### src/design/utf8d_pkg.sv
// utf8d_pkg: shared types and constants for the utf8 code point decoder
// used by utf8_code_point_decoder and utf8d_checker; no dependencies
package utf8d_pkg;

    localparam int unsigned BYTE_W       = 8;
    localparam int unsigned CP_W         = 21;
    localparam int unsigned IDX_OUT_W    = 16;
    localparam int unsigned WIDTH_W      = 3;
    localparam int unsigned REM_W        = 2;
    localparam int unsigned INDEX_BITS_DEF = 16;

    // byte widths announced by a lead byte
    localparam logic [WIDTH_W-1:0] WIDTH_ONE   = 3'd1;
    localparam logic [WIDTH_W-1:0] WIDTH_TWO   = 3'd2;
    localparam logic [WIDTH_W-1:0] WIDTH_THREE = 3'd3;
    localparam logic [WIDTH_W-1:0] WIDTH_FOUR  = 3'd4;

    // lead byte class masks and patterns
    localparam logic [BYTE_W-1:0] ASCII_MASK = 8'h80;
    localparam logic [BYTE_W-1:0] LEAD2_MASK = 8'hE0;
    localparam logic [BYTE_W-1:0] LEAD2_PAT  = 8'hC0;
    localparam logic [BYTE_W-1:0] LEAD3_MASK = 8'hF0;
    localparam logic [BYTE_W-1:0] LEAD3_PAT  = 8'hE0;

    typedef struct packed {
        logic [BYTE_W-1:0] data_byte;
        logic              string_end;
    } t_in_item;

    typedef struct packed {
        logic [CP_W-1:0]      cp_value;
        logic [IDX_OUT_W-1:0] sym_pos;
        logic [WIDTH_W-1:0]   sym_bytes;
        logic                 truncated;
        logic                 last_of_string;
    } t_out_item;

endpackage

### src/design/utf8_code_point_decoder.sv
// utf8_code_point_decoder: byte-serial utf8 decoder, one byte per cycle while the output is not stalled
// depends on utf8d_pkg (transaction structs, lead byte constants)
//
//  channel | direction | handshake               | payload
//  --------+-----------+-------------------------+----------------------------
//  in      | input     | i_in_valid / o_in_stall | i_in_data  (t_in_item)
//  out     | output    | o_out_valid/ i_out_stall| o_out_data (t_out_item)
//
// one byte transaction per cycle sustained while the result is not stalled, set by the single decode stage
// a byte waits in the input register until the output register is free; a result
// that completes a symbol is registered in the output register as the byte leaves it
// decode state (remaining bytes, partial value, width, count) updates as a
// byte leaves the input register; reset clears both valid flags and the state
// a stalled result holds; the input register still drains when it is taken
module utf8_code_point_decoder #(
    parameter int unsigned INDEX_BITS = utf8d_pkg::INDEX_BITS_DEF
) (
    input  logic                 i_clk,
    input  logic                 i_rst_n,
    input  logic                 i_in_valid,
    output logic                 o_in_stall,
    input  utf8d_pkg::t_in_item  i_in_data,
    output logic                 o_out_valid,
    input  logic                 i_out_stall,
    output utf8d_pkg::t_out_item o_out_data
);

    // input register
    logic                 r_in_vld;
    logic                 n_in_vld;
    utf8d_pkg::t_in_item  r_in;

    // result register
    logic                 r_out_vld;
    logic                 n_out_vld;
    utf8d_pkg::t_out_item r_out;
    utf8d_pkg::t_out_item n_out;

    // decode state
    logic [utf8d_pkg::REM_W-1:0]   r_rem;
    logic [utf8d_pkg::REM_W-1:0]   n_rem;
    logic [utf8d_pkg::CP_W-1:0]    r_part;
    logic [utf8d_pkg::CP_W-1:0]    n_part;
    logic [utf8d_pkg::WIDTH_W-1:0] r_cw;
    logic [utf8d_pkg::WIDTH_W-1:0] n_cw;
    logic [INDEX_BITS-1:0]         r_count;
    logic [INDEX_BITS-1:0]         n_count;

    logic                          out_free;
    logic                          fire;
    logic                          in_acc;
    logic                          emit;
    logic [utf8d_pkg::WIDTH_W-1:0] lead_w;
    logic [utf8d_pkg::CP_W-1:0]    lead_bits;
    logic [utf8d_pkg::CP_W-1:0]    shifted;
    logic [utf8d_pkg::REM_W-1:0]   rem_dec;
    logic [INDEX_BITS-1:0]         count_adv;
    logic [utf8d_pkg::IDX_OUT_W-1:0] idx_out;

    // the output register frees up when empty or taken this cycle
    assign out_free   = !r_out_vld || !i_out_stall;
    assign fire       = r_in_vld && out_free;
    assign o_in_stall = r_in_vld && !out_free;
    assign in_acc     = i_in_valid && !o_in_stall;

    assign o_out_valid = r_out_vld;
    assign o_out_data  = r_out;

    // symbol index clamped to the output width
    generate
        if (INDEX_BITS > utf8d_pkg::IDX_OUT_W) begin : g_clamp
            assign idx_out = (|r_count[INDEX_BITS-1:utf8d_pkg::IDX_OUT_W])
                           ? {utf8d_pkg::IDX_OUT_W{1'b1}}
                           : r_count[utf8d_pkg::IDX_OUT_W-1:0];
        end else begin : g_ext
            assign idx_out = utf8d_pkg::IDX_OUT_W'(r_count);
        end
    endgenerate

    // saturating count, restarts after the last byte of a string
    always_comb begin
        if (r_in.string_end) begin
            count_adv = '0;
        end else if (&r_count) begin
            count_adv = r_count;
        end else begin
            count_adv = r_count + INDEX_BITS'(1);
        end
    end

    // lead byte classification
    always_comb begin
        if ((r_in.data_byte & utf8d_pkg::ASCII_MASK) == '0) begin
            lead_w    = utf8d_pkg::WIDTH_ONE;
            lead_bits = utf8d_pkg::CP_W'(r_in.data_byte[6:0]);
        end else if ((r_in.data_byte & utf8d_pkg::LEAD2_MASK) == utf8d_pkg::LEAD2_PAT) begin
            lead_w    = utf8d_pkg::WIDTH_TWO;
            lead_bits = utf8d_pkg::CP_W'(r_in.data_byte[4:0]);
        end else if ((r_in.data_byte & utf8d_pkg::LEAD3_MASK) == utf8d_pkg::LEAD3_PAT) begin
            lead_w    = utf8d_pkg::WIDTH_THREE;
            lead_bits = utf8d_pkg::CP_W'(r_in.data_byte[3:0]);
        end else begin
            // stray continuation bytes and 11111xxx land here too
            lead_w    = utf8d_pkg::WIDTH_FOUR;
            lead_bits = utf8d_pkg::CP_W'(r_in.data_byte[2:0]);
        end
    end

    // continuation bytes are not checked, low six bits shift in
    assign shifted = {r_part[utf8d_pkg::CP_W-7:0], r_in.data_byte[5:0]};
    assign rem_dec = r_rem - utf8d_pkg::REM_W'(1);

    // per-byte decode step
    always_comb begin
        emit    = 1'b0;
        n_out   = r_out;
        n_rem   = r_rem;
        n_part  = r_part;
        n_cw    = r_cw;
        n_count = r_count;
        if (r_rem == '0) begin
            if (lead_w == utf8d_pkg::WIDTH_ONE) begin
                emit                 = 1'b1;
                n_out.cp_value       = lead_bits;
                n_out.sym_pos        = idx_out;
                n_out.sym_bytes      = lead_w;
                n_out.truncated      = 1'b0;
                n_out.last_of_string = r_in.string_end;
                n_count              = count_adv;
            end else if (r_in.string_end) begin
                // string ended right after a multi-byte lead
                emit                 = 1'b1;
                n_out.cp_value       = '0;
                n_out.sym_pos        = idx_out;
                n_out.sym_bytes      = lead_w;
                n_out.truncated      = 1'b1;
                n_out.last_of_string = 1'b1;
                n_rem                = '0;
                n_part               = '0;
                n_cw                 = '0;
                n_count              = '0;
            end else begin
                n_part = lead_bits;
                n_cw   = lead_w;
                n_rem  = utf8d_pkg::REM_W'(lead_w - utf8d_pkg::WIDTH_ONE);
            end
        end else begin
            if (rem_dec == '0) begin
                emit                 = 1'b1;
                n_out.cp_value       = shifted;
                n_out.sym_pos        = idx_out;
                n_out.sym_bytes      = r_cw;
                n_out.truncated      = 1'b0;
                n_out.last_of_string = r_in.string_end;
                n_rem                = '0;
                n_part               = '0;
                n_cw                 = '0;
                n_count              = count_adv;
            end else if (r_in.string_end) begin
                // string ended inside a sequence, partial symbol dropped
                emit                 = 1'b1;
                n_out.cp_value       = '0;
                n_out.sym_pos        = idx_out;
                n_out.sym_bytes      = r_cw;
                n_out.truncated      = 1'b1;
                n_out.last_of_string = 1'b1;
                n_rem                = '0;
                n_part               = '0;
                n_cw                 = '0;
                n_count              = '0;
            end else begin
                n_part = shifted;
                n_rem  = rem_dec;
            end
        end
    end

    // valid flag next values
    always_comb begin
        if (in_acc) begin
            n_in_vld = 1'b1;
        end else if (fire) begin
            n_in_vld = 1'b0;
        end else begin
            n_in_vld = r_in_vld;
        end
        if (fire) begin
            n_out_vld = emit;
        end else if (!i_out_stall) begin
            n_out_vld = 1'b0;
        end else begin
            n_out_vld = r_out_vld;
        end
    end

    // control and state registers
    always_ff @(posedge i_clk) begin
        if (!i_rst_n) begin
            r_in_vld  <= 1'b0;
            r_out_vld <= 1'b0;
            r_rem     <= '0;
            r_part    <= '0;
            r_cw      <= '0;
            r_count   <= '0;
        end else begin
            r_in_vld  <= n_in_vld;
            r_out_vld <= n_out_vld;
            if (fire) begin
                r_rem   <= n_rem;
                r_part  <= n_part;
                r_cw    <= n_cw;
                r_count <= n_count;
            end
        end
    end

    // payload registers, no reset
    always_ff @(posedge i_clk) begin
        if (in_acc) begin
            r_in <= i_in_data;
        end
        if (fire && emit) begin
            r_out <= n_out;
        end
    end

endmodule

### config.mk
export PLATFORM = sky130hd
export DESIGN_NAME = utf8_code_point_decoder
export DESIGN_NICKNAME = d
export VERILOG_FILES = /design/src/design/utf8d_pkg.sv /design/src/design/utf8_code_point_decoder.sv
export SDC_FILE = /design/constraint.sdc
export NUM_CORES = 1
export LEC_CHECK = 0
export ABC_AREA = 1
export BUFFER_PORTS_ARGS = -buffer_cell sky130_fd_sc_hd__buf_2
export CORE_ASPECT_RATIO = 0.9
export CORE_MARGIN = 3
export CORE_UTILIZATION = 28
export CTS_BUF_LIST = sky130_fd_sc_hd__clkbuf_8
export DETAILED_ROUTE_END_ITERATION = 10
export RECOVER_POWER = 25
export SLEW_MARGIN = 20
export SYNTH_ARGS = -nofsm -noshare
export SYNTH_HDL_FRONTEND = slang
export SYNTH_SLANG_ARGS = --single-unit
### constraint.sdc
create_clock -name i_clk -period 3.38 [get_ports i_clk]
set_input_delay 0.676 -clock i_clk [delete_from_list [all_inputs] [get_ports i_clk]]
set_output_delay 0.676 -clock i_clk [all_outputs]
set_load 0.02 [all_outputs]
==> flow_metrics.py, run 1 <==
metrics = {
    "status": {
        "status": "complete, no violations",
    },
    "synthesis": {
        "yosysTopAreaCellShare_pct": 38.36,
        "async_flop_share_pct": 0,
        "syn_nets": 458,
        "ys_top_cells_by_area": "edfxtp_1, dfxtp_1, nand2_1",
        "synth_flop_cell": "edfxtp_1",
        "yosysWarnings": 0,
        "synth_largest_area_cell": "edfxtp_1",
        "ys_ff_latch": 89,
        "syn_area_sq_um": 3993,
        "avgSynthCellArea_sq_um": 9.074,
        "ys_seq_area_share_pct": 57.41,
        "synth_edf_count": 51,
        "syn-instance-count": 440,
        "synth_cell_types": 39,
    },
    "min_path": {
        "whs_path_depth": 2,
        "holdCritPathClass": "flip-flop to flip-flop",
    },
    "timing": {
        "rsz0062_at_grt": "false",
        "fmax_mhz": 383.7,
        "worst_pin_slew_ns": 0.7410,
        "hold_viol": 0,
        "setup_violations": 0,
        "slew_violations": 0,
        "setup_tns_ns": 0,
        "slew_headroom_pct": 50.29,
        "period_needed_ns": 2.606,
        "whs_ns": 0.4673,
        "fin_skew_ns": 0.007653,
        "min_period_over_period_pct": 77.11,
    },
    "clock_tree": {
        "htreeDepth": 3,
        "clockBufferDepth": 2,
        "insertion_delay_ns": 0.36,
        "cts_sinks": 89,
        "post_cts.repair.setup_buffers": 0,
        "cts_resized": 0,
        "clkSlewWorstSetupHoldPaths_ns": 0.09,
        "cts_buffers": 9,
        "holdBufCountCts": 0,
        "root_buffer": "clkbuf_8",
        "cts_tree": "done",
    },
    "cells_and_area": {
        "syn_to_final_growth_pct": 16.01,
        "final_common_cell": "nand2_1",
        "n_fill_cell": 1453,
        "instances_no_fill": 692,
        "nNetsFinal": 516,
        "drive_gt1_share_pct": 19.88,
        "mostFrequentLayoutCells": "nand2_1, inv_1, buf_2",
        "antenna_cells": 0,
    },
    "worst_setup_path": {
        "crit_type": "flip-flop to flip-flop",
        "crit_path_end_kind": "flip-flop",
        "worst-path-max-fanout": 43,
        "rr_worst_depth": 9,
        "reg2reg_slack_ns": 0.77,
        "critPathArrivalTime_ns": 2.60,
        "cp.required_ns": 3.38,
        "crit_path_start_kind": "flip-flop",
    },
    "global_routing": {
        "grt_pass1_wl_mm": 14.37,
        "antenna_found_initial": 0,
        "grt_max_degree": 44,
        "track_usage_pct": 11.26,
        "grt-ovfl-total": 0,
        "grt_pass1_vias": 2930,
    },
    "routing": {
        "vias": 3021,
        "ant_nets": 0,
        "drt-initial-drc-count": 209,
        "avgViaCountPerCell": 4.366,
        "wl_per_cell_microns": 12.48,
        "routed_wl_mm": 8.637,
        "drcViolationCount": 0,
        "drtPass1Iterations": 4,
    },
    "floorplan": {
        "design.core.area_sq_um": 13660,
        "rows": 40,
        "die_area_sq_um": 15730,
        "io_pins": 57,
        "chipHeight_microns": 119.3,
        "dieWidth_microns": 131.9,
        "start_util_pct": 29.22,
    },
    "run": {
        "cap_viol_max_count": 0,
    },
    "place": {
        "io_buffers": 56,
        "routabilityCongestion": 0.8423,
        "place_inst": 676,
        "dpl.hpwl_mm": 6.266,
    },
    "power": {
        "vdd_drop_max_mv": 0.1837,
        "p_per_area_nw_per_um2": 459.3,
        "p_leak_nw": 1.963,
    },
}
## per-layer routing
layer	part of all wire, %	GRT usage, %
met1	49	14.99
met2	45	17.44
met3	5.4	3.843
met4	1.2	3.150
met5	0	0
## cells in the mapped netlist (2+ instances only)
master / count
inv_2: 3
nor2_4: 2
nor2_1: 30
clkbuf_1: 4
inv_1: 68
clkinv_1: 2
a31oi_1: 2
o21ai_0: 21
dfxtp_1: 38
a21boi_1: 2
nand2_2: 5
o211ai_2: 6
buf_4: 2
a21oi_1: 35
edfxtp_1: 51
o21ai_1: 3
nand3_1: 26
nand2_4: 4
xor2_1: 3
buf_6: 2
nand2_1: 108
ha_1: 5
o211ai_1: 2
## worst max-delay path, stage by stage (launching register included)
cell and delay [ns]:
edfxtp_1 0.48, nand2_1 0.12, o31ai_1 0.33, ha_1 0.21
nand2_1 0.05, inv_1 0.10, nand2_4 0.09, nand2_4 0.18
nand2_4 0.12, clkinv_2 0.52
## layout make-up
cell class	count	area [sq um]	share of cell area, %
sequential	89	2292	49.49
multi-input combinational	266	1350	29.15
timing repair buffer	57	287.8	6.213
inverter	75	285.3	6.159
tap	189	236.5	5.105
clock buffer	10	137.6	2.971
clock inverter	6	42.54	0.9184
## path summary, 6_finish.rpt
kind | start | end
worst max-delay path | r_in[8] | o_out_data[18]
worst min-delay path | r_cw[1] | r_cw[1]
worst max register to register | r_in[8] | o_out_data[18]
worst min register to register | r_cw[1] | r_cw[1]
## per-stage QoR
| stage | cell area [sq um] | util (%) | power (W) | setup slack [ns] |
|---|---|---|---|---|
| floorplan | 3993 | - | 0.001416 | 1.235 |
| global placement | 4452 | 32.58 | 0.001480 | 0.7629 |
| detailed placement | 4452 | 32.58 | 0.001485 | 0.7147 |
| CTS | 4632 | 33.90 | 0.002163 | 0.7385 |
| global route | 4632 | 33.90 | 0.002237 | 0.5026 |
| finish | 4632 | 33.90 | 0.002128 | 0.7735 |
## sequential cells by signal, summed over array words and instances (netlist names)
register,cells
idx_out,16
r_part,15
o_out_valid,1
o_out_data,42
r_in,9
r_rem,2
r_in_vld,1
r_cw,3
## cells by family (layout without fill, tap and decap cells)
group / Yosys count / after routing / share of synthesized area (%)
compound gates: 76 / 76 / 11.56
flops: 89 / 89 / 57.41
buf+inv: 85 / 148 / 8.774
xor+xnor: 3 / 3 / 0.6582
fa+ha+maj: 5 / 5 / 1.567
simple gates: 182 / 182 / 20.03
## report_power, final
part | total [W] | switching [W] | internal, W
Combinational | 0.000229 | 0.000163 | 0.0000663
Sequential | 0.00123 | 0.0000306 | 0.00120
Clock | 0.000670 | 0.000382 | 0.000288
Power figures use the tool's default switching activity.
==> run 2: changes to the inputs <==
--- a/config.mk
+++ b/config.mk
@@ -5,7 +5,7 @@
 export SDC_FILE = /design/constraint.sdc
 export NUM_CORES = 1
 export LEC_CHECK = 0
-export ABC_AREA = 1
+export ABC_AREA = 0
 export BUFFER_PORTS_ARGS = -buffer_cell sky130_fd_sc_hd__buf_2
 export CORE_ASPECT_RATIO = 0.9
 export CORE_MARGIN = 3
==> constraint.sdc (replaced) <==
create_clock -name i_clk -period 2.6 [get_ports i_clk]
set_input_delay 0.52 -clock i_clk [delete_from_list [all_inputs] [get_ports i_clk]]
set_output_delay 0.52 -clock i_clk [all_outputs]
set_load 0.02 [all_outputs]
==> run 2 against run 1 <==
Compared with the run above: synthesized cell count down 24%; critical path type unchanged; hold slack worse by 0.13 ns; register-to-register slack worse by 0.56 ns; largest cell class unchanged.
==> flow_metrics.py, run 2 <==
metrics = {
    "synthesis": {
        "ys_ff_latch": 89,
        "yosysWarnings": 0,
        "synth_common_cells": "edfxtp_1, nand2_1, dfxtp_1",
        "yosysTopAreaCellShare_pct": 40.46,
        "syn_area_sq_um": 3785,
        "synth_flop_cell": "edfxtp_1",
        "ys_top_cells_by_area": "edfxtp_1, dfxtp_1, a21boi_1",
        "synth_largest_area_cell": "edfxtp_1",
        "avgSynthCellArea_sq_um": 11.33,
        "async_flop_share_pct": 0,
        "synthMostInstantiatedCell": "edfxtp_1",
        "syn_nets": 352,
        "synth_cell_types": 54,
        "syn-instance-count": 334,
        "ys_seq_area_share_pct": 60.56,
        "synth_edf_count": 51,
    },
    "routing": {
        "drcViolationCount": 0,
        "vias": 2753,
        "ant_nets": 0,
        "wl_per_cell_microns": 14.04,
        "routed_wl_mm": 7.947,
        "drtPass1Iterations": 5,
        "wl_met2_mm": 3.460,
        "wl_met3_microns": 496,
        "avgViaCountPerCell": 4.864,
        "top_layer_used": "met4",
        "wl_met1_mm": 3.865,
        "drt-initial-drc-count": 227,
    },
    "power": {
        "p_leak_nw": 1.631,
        "seqPwrFrac_pct": 57.0,
        "p_clk_share_pct": 35.1,
        "p_total_w": 0.002709,
        "comb_power_share_pct": 7.9,
        "internal-power_w": 0.002052,
        "power_switching_w": 0.0006573,
        "vdd_drop_max_mv": 0.2301,
        "swShare_pct": 24.26,
        "p_per_area_nw_per_um2": 605.1,
    },
    "min_path": {
        "whs_path_depth": 1,
        "holdCritPathClass": "primary input to flip-flop",
        "hp-start": "i_in_data[1]",
        "whs_endpoint": "r_in[1]",
    },
    "cells_and_area": {
        "instances_no_fill": 566,
        "antenna_cells": 0,
        "final_cell_area_sq_um": 4477,
        "final_common_cell": "buf_2",
        "drive_gt1_share_pct": 23.88,
        "nNetsFinal": 415,
        "mostFrequentLayoutCells": "buf_2, edfxtp_1, nand2_1",
        "n_fill_cell": 1307,
        "syn_to_final_growth_pct": 18.28,
        "largest_reg_flops": 42,
    },
    "clock_tree": {
        "insertion_delay_ns": 0.36,
        "clockBufferDepth": 2,
        "holdBufCountCts": 0,
        "cts_sinks": 89,
        "cts_resized": 0,
        "post_cts.repair.setup_buffers": 0,
        "cts_buffers": 9,
        "clkSlewWorstSetupHoldPaths_ns": 0.09,
        "htreeDepth": 3,
        "root_buffer": "clkbuf_8",
        "cts_tree": "done",
    },
    "place": {
        "io_buffers": 56,
        "place_area_sq_um": 4260,
        "dpl.hpwl_mm": 5.718,
        "place_inst": 547,
        "routabilityCongestion": 0.8242,
    },
    "worst_setup_path": {
        "max_stage_delay_ns": 0.48,
        "crit_path_start_kind": "flip-flop",
        "worstPathCellList": "a21boi_2, nand2_1, ha_1, mux2_4, o311a_4, and3_1, a22o_1, a22o_1",
        "cp.required_ns": 2.86,
        "r2r_start": "r_in[6]",
        "reg2reg_slack_ns": 0.21,
        "worst-path-max-fanout": 11,
        "rr_worst_depth": 8,
        "crit_path_end_kind": "flip-flop",
        "crit_top_cell": "a22o_1",
        "slowest_stage": "edfxtp_1",
        "crit_type": "flip-flop to flip-flop",
        "worstReg2RegEnd": "idx_out[13]",
        "critPathArrivalTime_ns": 2.65,
    },
    "run": {
        "cap_viol_max_count": 0,
    },
    "timing": {
        "fmax_mhz": 418.8,
        "setup_tns_ns": 0,
        "setup_violations": 0,
        "fin_skew_ns": 0.01124,
        "hold_viol": 0,
        "slew_violations": 0,
        "slew_headroom_pct": 65.01,
        "period_needed_ns": 2.388,
        "rsz0062_at_grt": "false",
        "min_period_over_period_pct": 91.84,
        "worst_pin_slew_ns": 0.5249,
    },
    "global_routing": {
        "grt_pass1_vias": 2600,
        "grt_pass1_wl_mm": 13.12,
        "grt-ovfl-total": 0,
        "antenna_found_initial": 0,
        "grt_max_degree": 28,
        "track_usage_pct": 11.02,
    },
    "floorplan": {
        "chipHeight_microns": 116.3,
        "io_pins": 57,
        "start_util_pct": 29.27,
        "design.core.area_sq_um": 12930,
        "dieWidth_microns": 128.6,
        "rows": 39,
        "die_area_sq_um": 14950,
    },
    "status": {
        "status": "complete, no violations",
    },
}
==> run 2: metrics by stage <==
stage                     hold WS [ns]  setup WS [ns]  utilization (%)
after floorplan                 0.4262        0.05275                -
after global placement          0.4353         0.2949            32.95
after detailed placement        0.4395         0.1593            32.95
after CTS                       0.3148         0.1349            34.48
after global routing            0.3154         0.1008            34.62
final                           0.3386         0.2120            34.62
==> run 2: worst max-delay path: cells and delay by family (launching register included) <==
family / cells / cell delay, ns
adder cells (fa/ha/maj): 1 / 0.23
flip-flops: 1 / 0.48
multiplexers: 1 / 0.28
AO/OA/AOI/OAI: 4 / 0.83
AND/OR/NAND/NOR: 2 / 0.47
==> run 2: worst max path at each step <==
stage	startpoint	to	slack, ns
after global routing	r_in[6]	idx_out[13]	0.10
after CTS	r_in[5]	o_out_data[2]	0.13
after floorplan	r_in[6]	o_out_data[0]	0.05
after global placement	r_in[6]	o_out_data[36]	0.29
after detailed placement	r_in[5]	o_out_data[2]	0.16
final	r_in[6]	idx_out[13]	0.21
==> run 2: power by group through the flow <==
| stage | logic [W] | clock network [W] | registers [W] |
|---|---|---|---|
| 3_3_place_gp | 0.000209 | 0 | 0.00158 |
| 4_1_cts | 0.000213 | 0.000987 | 0.00155 |
| 2_1_floorplan | 0.000118 | 0 | 0.00160 |
| 3_5_place_dp | 0.000212 | 0 | 0.00158 |
| 5_1_grt | 0.000234 | 0.00104 | 0.00155 |
| 6_report | 0.000213 | 0.000951 | 0.00155 |
==> run 2: kinds of logic after synthesis <==
logic type / share of synthesized area (%)
flops: 60.56
mux: 0.3966
buf+inv: 2.942
compound gates: 15.01
fa+ha+maj: 1.653
simple gates: 19.44
==> run 2: cell type report <==
cell class	instances	area [sq um]	area share (%)
sequential	89	2292	51.20
multi-input combinational	220	1381	30.86
timing repair buffer	68	365.4	8.161
tap	164	205.2	4.584
clock buffer	9	123.9	2.767
clock inverter	7	75.07	1.677
inverter	9	33.78	0.7546
==> run 2: layer usage <==
layer,track usage (%),vias up
li1,-,1355
met1,15.73,1309
met2,16.11,79
met3,2.881,10
met4,4.129,0
met5,0,-
==> run 3: changes to the inputs <==
--- a/config.mk
+++ b/config.mk
@@ -5,14 +5,16 @@
 export SDC_FILE = /design/constraint.sdc
 export NUM_CORES = 1
 export LEC_CHECK = 0
-export ABC_AREA = 0
+export ABC_AREA = 1
 export BUFFER_PORTS_ARGS = -buffer_cell sky130_fd_sc_hd__buf_2
 export CORE_ASPECT_RATIO = 0.9
 export CORE_MARGIN = 3
 export CORE_UTILIZATION = 28
 export CTS_BUF_LIST = sky130_fd_sc_hd__clkbuf_8
 export DETAILED_ROUTE_END_ITERATION = 10
+export PLACE_DENSITY = 0.44
 export RECOVER_POWER = 25
+export SKIP_CTS_REPAIR_TIMING = 1
 export SLEW_MARGIN = 20
 export SYNTH_ARGS = -nofsm -noshare
 export SYNTH_HDL_FRONTEND = slang
==> run 3 against run 2 <==
Compared with the run above: routed wire length increased by 12%; combinational power up 46%; first-iteration DRC count rose by 2.6%; cell count grew 23%; clock power rose by 2.9%; non-clock buffer count down 6; register-to-register slack better by 0.11 ns; setup slack improved by 0.11 ns; flip-flop and latch count unchanged; critical path depth up 2; design area rose by 5.1%; clock-buffer cell count increased by 2; critical path type unchanged; critical endpoint is now o_out_data[28].
==> flow_metrics.py, run 3 (synthesis results as in run 1) <==
metrics = {
    "min_path": {
        "holdCritPathClass": "primary input to flip-flop",
        "whs_path_depth": 1,
        "hp-start": "i_in_data[3]",
        "whs_endpoint": "r_in[3]",
    },
    "timing": {
        "hold_viol": 0,
        "setup_violations": 0,
        "min_period_over_period_pct": 87.49,
        "whs_ns": 0.3273,
        "slew_violations": 0,
        "fmax_mhz": 439.6,
        "period_needed_ns": 2.275,
        "fin_skew_ns": 0.01046,
        "rsz0062_at_grt": "false",
        "setup_tns_ns": 0,
        "slew_headroom_pct": 67.48,
        "worst_pin_slew_ns": 0.4878,
    },
    "power": {
        "p_leak_nw": 2.003,
        "p_per_area_nw_per_um2": 612.9,
        "vdd_drop_max_mv": 0.2832,
    },
    "clock_tree": {
        "htreeDepth": 3,
        "clockBufferDepth": 2,
        "root_buffer": "clkbuf_8",
        "insertion_delay_ns": 0.36,
        "cts_sinks": 89,
        "cts_buffers": 9,
        "clkSlewWorstSetupHoldPaths_ns": 0.09,
        "cts_tree": "done",
    },
    "cells_and_area": {
        "n_fill_cell": 1438,
        "nNetsFinal": 521,
        "drive_gt1_share_pct": 20.08,
        "final_common_cell": "nand2_1",
        "syn_to_final_growth_pct": 17.86,
        "largest_reg_flops": 42,
        "antenna_cells": 0,
        "mostFrequentLayoutCells": "nand2_1, inv_1, buf_2",
        "final_cell_area_sq_um": 4706,
        "utilization_pct": 34.44,
    },
    "worst_setup_path": {
        "crit_path_end_kind": "flip-flop",
        "rr_worst_depth": 10,
        "worst-path-max-fanout": 19,
        "reg2reg_slack_ns": 0.33,
        "r2r_start": "r_in[8]",
        "crit_type": "flip-flop to flip-flop",
        "crit_path_start_kind": "flip-flop",
        "worstReg2RegEnd": "o_out_data[28]",
        "cp.required_ns": 2.65,
        "critPathArrivalTime_ns": 2.33,
    },
    "routing": {
        "drcViolationCount": 0,
        "drtPass1Iterations": 4,
        "ant_nets": 0,
        "vias": 3012,
        "drt-initial-drc-count": 233,
        "avgViaCountPerCell": 4.321,
        "routed_wl_mm": 8.903,
        "wl_per_cell_microns": 12.77,
    },
    "place": {
        "io_buffers": 56,
        "routabilityCongestion": 0.7731,
        "dpl.hpwl_mm": 6.339,
        "place_area_sq_um": 4502,
    },
    "floorplan": {
        "chipHeight_microns": 119.3,
        "io_pins": 57,
        "die_area_sq_um": 15730,
        "dieWidth_microns": 131.9,
        "design.core.area_sq_um": 13660,
        "rows": 40,
        "start_util_pct": 29.22,
    },
    "run": {
        "cap_viol_max_count": 0,
    },
    "global_routing": {
        "grt-ovfl-total": 0,
        "grt_pass1_vias": 3066,
        "grt_max_degree": 25,
        "antenna_found_initial": 0,
        "track_usage_pct": 11.86,
        "grt_pass1_wl_mm": 15.03,
    },
    "status": {
        "status": "complete, no violations",
    },
}
==> run 3: layout make-up <==
type / instances / area, sq um / share of cell area (%)
Timing Repair Buffer: 62 / 334.1 / 7.099
Clock inverter: 5 / 56.30 / 1.196
Clock buffer: 11 / 151.4 / 3.217
Multi-Input combinational cell: 266 / 1350 / 28.69
Inverter: 75 / 285.3 / 6.062
Tap cell: 189 / 236.5 / 5.025
Sequential cell: 89 / 2292 / 48.71
==> run 3: how the worst max path moves through the flow <==
stage	from	end	cells after the start
detailed placement	r_in[8]	o_out_data[24]	10
global route	r_in[8]	o_out_data[40]	10
CTS	r_in[8]	o_out_data[40]	10
global placement	r_in[8]	o_out_data[24]	10
finish	r_in[8]	o_out_data[28]	10
floorplan	r_in[8]	o_out_data[0]	9
==> run 3: through the flow <==
step	cells	power (W)	setup slack [ns]
after floorplan	440	0.001840	0.4553
after global placement	681	0.001940	0.3791
after detailed placement	681	0.001942	0.3076
after CTS	697	0.002938	0.2994
after global routing	697	0.003027	0.09293
final	697	0.002884	0.3253
==> run 3: critical path, cell delays in order, from the launching register on <==
cell	delay, ns
edfxtp_1	0.47
nand2_1	0.12
o31ai_1	0.28
ha_1	0.20
nand2_1	0.05
inv_1	0.10
nand2_4	0.09
nand2_4	0.19
nand2_4	0.11
clkinv_2	0.08
buf_4	0.26
==> run 3: where the power goes <==
group	switching, W	internal, W	total (W)
clock	0.000484	0.000495	0.000979
sequential	0.0000367	0.00156	0.00159
combinational	0.000219	0.0000935	0.000312
total	0.000740	0.00214	0.00288
==> run 3: metal layers <==
layer / GRT usage [%] / routed length, microns
met5: 0 / 0
met4: 3.609 / 115
met1: 15.08 / 4244
met3: 3.294 / 379
met2: 19.68 / 4163
